## src/iqat_pkg.sv

```systemverilog
// package: widths, fixed-point constants and the shared control type of the iq phase block
`default_nettype none
package iqat_pkg;

   localparam int SAMPLE_WIDTH    = 16;
   localparam int ANGLE_FRAC_BITS = 13;
   localparam int ANGLE_W         = 16;

   localparam int REQ_DATA_W = ((2 * SAMPLE_WIDTH + 7) / 8) * 8;
   localparam int RSP_DATA_W = ((ANGLE_W + 7) / 8) * 8;

   localparam int PROD_W = 2 * SAMPLE_WIDTH;
   // 32*a^2 + 9*b^2 with a >= b stays below 2^(PROD_W+6)
   localparam int DEN_W  = PROD_W + 6;
   localparam int QUO_W  = ANGLE_FRAC_BITS + 1;
   localparam int ANG_CALC_W = ANGLE_FRAC_BITS + 4;
   localparam int EXT_W  = (ANG_CALC_W > ANGLE_W + 1) ? ANG_CALC_W : ANGLE_W + 1;

   // pi in q60, rounded to nearest at the angle's fraction bits
   localparam logic [63:0] PI_Q60 = 64'h3243_F6A8_885A_308D;
   localparam logic [63:0] PI_FIX =
      (PI_Q60 + (64'd1 << (59 - ANGLE_FRAC_BITS))) >> (60 - ANGLE_FRAC_BITS);
   localparam logic [63:0] HALF_PI_FIX =
      (PI_Q60 + (64'd1 << (60 - ANGLE_FRAC_BITS))) >> (61 - ANGLE_FRAC_BITS);

   localparam logic [63:0] ANGLE_POS_MAX = (64'd1 << (ANGLE_W - 1)) - 64'd1;
   localparam logic [63:0] ANGLE_LIMIT   =
      (PI_FIX < ANGLE_POS_MAX) ? PI_FIX : ANGLE_POS_MAX;

   typedef struct packed {
      logic zero;
      logic q_major;
      logic neg_i;
      logic neg_q;
   } ctrl_type;

endpackage
`default_nettype wire

```

## src/iq_phase_atan2_approximation.sv

```systemverilog
// phase angle of one i/q sample pair, stall-capable pipeline with restoring divider
//
// req channel: one transfer carries one sample pair; req_tdata holds in_phase in
// the low half and quadrature above it, both two's complement.
// rsp channel: one transfer per sample, in order. rsp_tdata is the angle in
// radians, signed, ANGLE_FRAC_BITS fraction bits, in (-pi, pi]; rsp_tuser is
// the zero_vector flag, set when i = q = 0 (the angle is then 0).
// stages: magnitude stage, product stage, denominator stage, one stage per
// quotient bit of the 14-bit restoring division, output register.
// throughput: one sample per clock while rsp is not stalled; the division is
// unrolled one quotient bit per stage so nothing iterates.
// stall: each stage holds while the stage after it is full and not moving, so
// a stalled rsp fills the bubbles first and req_tready drops only when every
// stage holds an item. nothing is lost or repeated.
// reset: synchronous, clears every valid bit; the pipeline is empty after it.
`default_nettype none
module iq_phase_atan2_approximation (
   input  wire logic                              clock,
   input  wire logic                              reset,
   input  wire logic                              req_tvalid,
   output logic                                   req_tready,
   // [15:0] in_phase, [31:16] quadrature
   input  wire logic [iqat_pkg::REQ_DATA_W-1:0]   req_tdata,
   output logic                                   rsp_tvalid,
   input  wire logic                              rsp_tready,
   // [15:0] angle
   output logic      [iqat_pkg::RSP_DATA_W-1:0]   rsp_tdata,
   // [0] zero_vector
   output logic                                   rsp_tuser
);

   localparam int SW    = iqat_pkg::SAMPLE_WIDTH;
   localparam int PW    = iqat_pkg::PROD_W;
   localparam int DW    = iqat_pkg::DEN_W;
   localparam int QW    = iqat_pkg::QUO_W;
   localparam int XW    = iqat_pkg::EXT_W;
   localparam int AW    = iqat_pkg::ANGLE_W;

   localparam logic signed [XW-1:0] PI_X      = XW'(iqat_pkg::PI_FIX);
   localparam logic signed [XW-1:0] HALF_PI_X = XW'(iqat_pkg::HALF_PI_FIX);
   localparam logic signed [XW-1:0] SAT_HI    = XW'(iqat_pkg::ANGLE_POS_MAX);
   localparam logic signed [XW-1:0] SAT_LO    = ~SAT_HI;

   // ready chain: a stage moves when it is empty or its successor moves
   logic s1_rdy, s2_rdy, out_rdy;
   logic [QW:0] d_rdy;

   // stage 1: magnitudes and role swap
   logic                    s1_valid_ff;
   iqat_pkg::ctrl_type      s1_ctrl_ff, s1_ctrl_in;
   logic [SW-1:0]           s1_a_ff, s1_a_in, s1_b_ff, s1_b_in;

   // stage 2: products
   logic                    s2_valid_ff;
   iqat_pkg::ctrl_type      s2_ctrl_ff;
   logic [PW-1:0]           s2_aa_ff, s2_bb_ff, s2_ab_ff;

   // division stages, index 0 holds the starting remainder
   logic                    d_valid_ff [0:QW];
   iqat_pkg::ctrl_type      d_ctrl_ff  [0:QW];
   logic [DW-1:0]           d_den_ff   [0:QW];
   logic [DW-1:0]           d_rem_ff   [0:QW];
   logic [QW-1:0]           d_quo_ff   [0:QW];

   // output register
   logic                    rsp_valid_ff;
   logic [AW-1:0]           rsp_angle_ff, rsp_angle_in;
   logic                    rsp_zero_ff;

   logic [SW-1:0] raw_i, raw_q, mag_i, mag_q;

   assign out_rdy    = !rsp_valid_ff || rsp_tready;
   assign d_rdy[QW]  = !d_valid_ff[QW] || out_rdy;
   assign s2_rdy     = !s2_valid_ff || d_rdy[0];
   assign s1_rdy     = !s1_valid_ff || s2_rdy;
   assign req_tready = s1_rdy;

   for (genvar r = 0; r < QW; r++) begin : g_rdy
      assign d_rdy[r] = !d_valid_ff[r] || d_rdy[r+1];
   end

   // ---------------- stage 1
   always_comb begin
      raw_i = req_tdata[SW-1:0];
      raw_q = req_tdata[2*SW-1:SW];
      s1_ctrl_in.neg_i = raw_i[SW-1];
      s1_ctrl_in.neg_q = raw_q[SW-1];
      mag_i = raw_i[SW-1] ? (~raw_i + SW'(1)) : raw_i;
      mag_q = raw_q[SW-1] ? (~raw_q + SW'(1)) : raw_q;
      s1_ctrl_in.zero    = (mag_i == '0) && (mag_q == '0);
      s1_ctrl_in.q_major = mag_i < mag_q;
      s1_a_in = s1_ctrl_in.q_major ? mag_q : mag_i;
      s1_b_in = s1_ctrl_in.q_major ? mag_i : mag_q;
   end

   always_ff @(posedge clock) begin
      if (reset) begin
         s1_valid_ff <= 1'b0;
      end else if (s1_rdy) begin
         s1_valid_ff <= req_tvalid;
      end
      if (s1_rdy) begin
         s1_ctrl_ff <= s1_ctrl_in;
         s1_a_ff    <= s1_a_in;
         s1_b_ff    <= s1_b_in;
      end
   end

   // ---------------- stage 2
   always_ff @(posedge clock) begin
      if (reset) begin
         s2_valid_ff <= 1'b0;
      end else if (s2_rdy) begin
         s2_valid_ff <= s1_valid_ff;
      end
      if (s2_rdy) begin
         s2_ctrl_ff <= s1_ctrl_ff;
         s2_aa_ff   <= PW'(s1_a_ff) * PW'(s1_a_ff);
         s2_bb_ff   <= PW'(s1_b_ff) * PW'(s1_b_ff);
         s2_ab_ff   <= PW'(s1_a_ff) * PW'(s1_b_ff);
      end
   end

   // ---------------- stage 3: den = 32a^2 + 9b^2, rem = 32ab
   always_ff @(posedge clock) begin
      if (reset) begin
         d_valid_ff[0] <= 1'b0;
      end else if (d_rdy[0]) begin
         d_valid_ff[0] <= s2_valid_ff;
      end
      if (d_rdy[0]) begin
         d_ctrl_ff[0] <= s2_ctrl_ff;
         d_den_ff[0]  <= (DW'(s2_aa_ff) << 5) + (DW'(s2_bb_ff) << 3) + DW'(s2_bb_ff);
         d_rem_ff[0]  <= DW'(s2_ab_ff) << 5;
         d_quo_ff[0]  <= '0;
      end
   end

   // ---------------- restoring division, one quotient bit per stage
   for (genvar j = 1; j <= QW; j++) begin : g_div
      logic [DW:0]   rem2;
      logic [DW:0]   diff;
      logic          take;
      logic [DW-1:0] rem_in;

      always_comb begin
         rem2   = {d_rem_ff[j-1], 1'b0};
         diff   = rem2 - {1'b0, d_den_ff[j-1]};
         take   = rem2 >= {1'b0, d_den_ff[j-1]};
         rem_in = take ? diff[DW-1:0] : rem2[DW-1:0];
      end

      always_ff @(posedge clock) begin
         if (reset) begin
            d_valid_ff[j] <= 1'b0;
         end else if (d_rdy[j]) begin
            d_valid_ff[j] <= d_valid_ff[j-1];
         end
         if (d_rdy[j]) begin
            d_ctrl_ff[j] <= d_ctrl_ff[j-1];
            d_den_ff[j]  <= d_den_ff[j-1];
            d_rem_ff[j]  <= rem_in;
            d_quo_ff[j]  <= {d_quo_ff[j-1][QW-2:0], take};
         end
      end
   end

   // ---------------- rounding, octant offset and saturation
   logic [QW:0]              quo_p1;
   logic signed [XW-1:0]     t_x, st_x, ang_x;
   iqat_pkg::ctrl_type       fin_ctrl;

   always_comb begin
      fin_ctrl = d_ctrl_ff[QW];
      quo_p1   = {1'b0, d_quo_ff[QW]} + (QW+1)'(1);
      t_x      = XW'(quo_p1[QW:1]);
      st_x     = (fin_ctrl.neg_i ^ fin_ctrl.neg_q) ? -t_x : t_x;
      priority if (fin_ctrl.zero) begin
         ang_x = '0;
      end else if (fin_ctrl.q_major) begin
         ang_x = fin_ctrl.neg_q ? (-HALF_PI_X - st_x) : (HALF_PI_X - st_x);
      end else if (!fin_ctrl.neg_i) begin
         ang_x = st_x;
      end else if (!fin_ctrl.neg_q) begin
         // negative real axis lands here and gives +pi
         ang_x = PI_X + st_x;
      end else begin
         ang_x = -PI_X + st_x;
      end
      if (ang_x > SAT_HI) begin
         rsp_angle_in = SAT_HI[AW-1:0];
      end else if (ang_x < SAT_LO) begin
         rsp_angle_in = SAT_LO[AW-1:0];
      end else begin
         rsp_angle_in = ang_x[AW-1:0];
      end
   end

   always_ff @(posedge clock) begin
      if (reset) begin
         rsp_valid_ff <= 1'b0;
      end else if (out_rdy) begin
         rsp_valid_ff <= d_valid_ff[QW];
      end
      if (out_rdy) begin
         rsp_angle_ff <= rsp_angle_in;
         rsp_zero_ff  <= fin_ctrl.zero;
      end
   end

   assign rsp_tvalid = rsp_valid_ff;
   assign rsp_tdata  = iqat_pkg::RSP_DATA_W'(rsp_angle_ff);
   assign rsp_tuser  = rsp_zero_ff;

endmodule
`default_nettype wire

```

## config.mk

```make
export PLATFORM = sky130hd
export DESIGN_NAME = iq_phase_atan2_approximation
export DESIGN_NICKNAME = d
export VERILOG_FILES = /design/src/iqat_pkg.sv /design/src/iq_phase_atan2_approximation.sv
export SDC_FILE = /design/constraint.sdc
export NUM_CORES = 2
export LEC_CHECK = 0
export BUFFER_PORTS_ARGS = -buffer_cell sky130_fd_sc_hd__buf_2
export CAP_MARGIN = 20
export CORE_MARGIN = 4
export CORE_UTILIZATION = 50
export CTS_CLUSTER_DIAMETER = 80
export CTS_CLUSTER_SIZE = 16
export DETAILED_ROUTE_END_ITERATION = 16
export PLACE_DENSITY = 0.67
export SLEW_MARGIN = 10
export SYNTH_ARGS = -nofsm -noshare
export SYNTH_HDL_FRONTEND = slang
export SYNTH_SLANG_ARGS = --single-unit
export TNS_END_PERCENT = 30
```

## constraint.sdc

```tcl
create_clock -name clock -period 9.23 [get_ports clock]
set_input_delay 0 -clock clock [delete_from_list [all_inputs] [get_ports clock]]
set_output_delay 0 -clock clock [all_outputs]
set_load 0.05 [all_outputs]
```

==> metrics.yaml <==
synth_ff_type: "edfxtp_1"
drv_cap: 0
cts_buffer_depth: 3
cp_slowest_cell: "a21boi_0"
ant_nets: 0
slew_headroom_pct: 25.40
synth_edf_count: 1374
routedWlPerCell_um: 19.67
yosysWarnings: 0
fin_crit_sh_pct: 84.33
synth_nets: 10990
drv_slew: 0
grt_max_degree: 84
path_clk_slew_ps: 70
syn2layout_area_growth_pct: 7.049
rows: 164
cts.repair.resized: 0
cp-end-kind: "flip-flop"
drive_above_1_share_pct: 5.275
max_stage_delay_ps: 840
finalSetupTns_ps: 0
io_pins: 55
die_y_um: 456.6
start_util_pct: 50.35
async_flop_share_pct: 0
cts_sinks: 1377
crit_top_cell: "fa_1"
worstPathMaxFanout: 16
period_needed_ps: 7784
crit_family: "adder cells"
cts-buffers-inserted: 105
fin_cells: 12250
synth-seq-cells: 1377
grt_pass1_vias: 69360
crit_buf_inv: 5
crit_required_ps: 9740
grt_pass1_wl_mm: 380.5
finalSetupViolations: 0
min_path_cells: 2
final.fill_count: 17320
vias: 68660
drt_iter0_markers: 4576
hold_viol: 0
synth_area_um2: 100600
arrival_ps: 8290
cts_tree: "built"
tightest_slew_ps: 1119
drt_wl_total_mm: 241.0
fin_ws_ps: 1446
holdCritPathClass: "input pin to flip-flop"
synth_seq_area_share_pct: 41.06
synth_cells: 9491
final_net_count: 11040
die_w_um: 456.6
antenna_found_initial: 1
place_ws_ps: 1542
syn_area_per_cell_um2: 10.60
drt-vias-per-instance: 5.604
cts_htree_levels: 3
path_cells: "inv_1, nor2_1, fa_1, inv_1, fa_1, inv_1, fa_1, inv_1, fa_1, inv_1, fa_1, fa_1, ha_1, a41oi_1, o21ai_0, a21oi_1, a21boi_0, o311a_1, a21oi_1, a21oi_1, nor2b_1, o21a_1, o221ai_1, xnor2_1"
fin_skew_ps: 50.44
cp-start-kind: "flip-flop"
first_pass_iters: 8
status: "completed"
gr-total-overflow: 0
place_congestion: 0.9351
yosysUniqueCellTypes: 93
fmax_ghz: 0.1285
path_depth: 24
dp_hpwl_mm: 190.3
clock_latency_ps: 800
track_usage_pct: 22.96
drc: 0
reg2reg_depth: 24
dieArea_um2: 208500
cts_root_buffer: "clkbuf_16"
dp.cells: 12030
port_buffers: 54
rsz0062_at_grt: "no"
path_class: "flip-flop to flip-flop"
fp.coreArea_um2: 199900
routing by layer:
layer | global-route usage [%] | part of all wire [%]
met2 | 41.53 | 51
met4 | 11.91 | 6.1
met3 | 2.401 | 3.8
met5 | 0 | 0
met1 | 26.94 | 39
cell usage after synthesis (95+ instances only):
| master | n | share of area, % |
|---|---|---|
| ha_1 | 907 | 11 |
| a21oi_1 | 626 | 3.1 |
| nand2b_1 | 95 | 0.59 |
| nand2_1 | 767 | 2.9 |
| inv_1 | 1402 | 5.2 |
| fa_1 | 553 | 11 |
| a21o_1 | 320 | 2.4 |
| nand3_1 | 128 | 0.64 |
| o21ai_0 | 516 | 2.6 |
| nor2_1 | 447 | 1.7 |
| edfxtp_1 | 1374 | 41 |
| and2_1 | 205 | 1.3 |
| xor2_1 | 236 | 2.1 |
| xnor2_1 | 382 | 3.3 |
| mux2_2 | 143 | 1.6 |
| clkbuf_1 | 188 | 0.70 |
cells in the final DEF, fill, tap and decap left out, types with 82 or more instances in the layout:
cell / count
inv_1: 1395
edfxtp_1: 1374
ha_1: 907
nand2_1: 758
a21oi_1: 626
fa_1: 553
o21ai_0: 515
nor2_1: 445
xnor2_1: 382
a21o_1: 320
xor2_1: 236
and2_1: 205
mux2_2: 143
nand3_1: 126
clkbuf_16: 106
nand2b_1: 95
nor2b_1: 94
o21bai_1: 91
nand4_1: 85
nor3_1: 82
cell type report:
cell class	instances	area (µm²)	share of cell area, %
diodes	4	10.01	0.009292
clock inverters	30	386.6	0.3589
repair buffers	192	1479	1.373
inverters	1410	5300	4.920
flip-flops and latches	1377	41320	38.36
multi-input cells	6460	53180	49.37
clock buffers	123	2716	2.522
well taps	2656	3323	3.085
cells by family after synthesis:
kind of cell    synth area share, %
simple gates                  10.28
compound gates                12.65
buf+inv                       6.243
fa+ha+maj                     22.28
flops                         41.06
xor+xnor                      5.379
mux                           2.108
path summary, 6_finish.rpt:
kind	start	endpoint	slack (ps)
max	s1_b_ff[4]	s2_bb_ff[30]	1450
min	req_tdata[31]	s1_ctrl_ff[0]	200
max reg2reg	s1_b_ff[4]	s2_bb_ff[30]	1450
min reg2reg	s2_ctrl_ff[3]	d_ctrl_ff[0][3]	410
state kept, by name (all words and copies together), names as in the netlist, 4 cells and up:
register    flops
d_rem_ff      525
d_den_ff      518
d_quo_ff      105
d_ctrl_ff      60
s2_ab_ff       32
s2_aa_ff       31
s2_bb_ff       31
rsp_tdata      16
s1_a_ff        16
s1_b_ff        16
d_valid_ff     15
s1_ctrl_ff      4
s2_ctrl_ff      4
what timing repair did:
item | CTS | global route
hold endpoints to repair | 58 | 0
hold buffers | 69 | 0
setup buffers | 0 | 0
per-stage QoR:
stage / hold slack, ps / area [µm²] / utilization, %
finish: 196.3 / 107700 / 53.90
global route: 166.8 / 107700 / 53.89
CTS: 85.67 / 107700 / 53.89
detailed placement: 403.5 / 103900 / 51.99
global placement: 396.6 / 103900 / 51.99
floorplan: 98.87 / 100600 / -
Power is not shown: default switching activity piles up to over one toggle a cycle in this logic, so the estimate is an artifact.
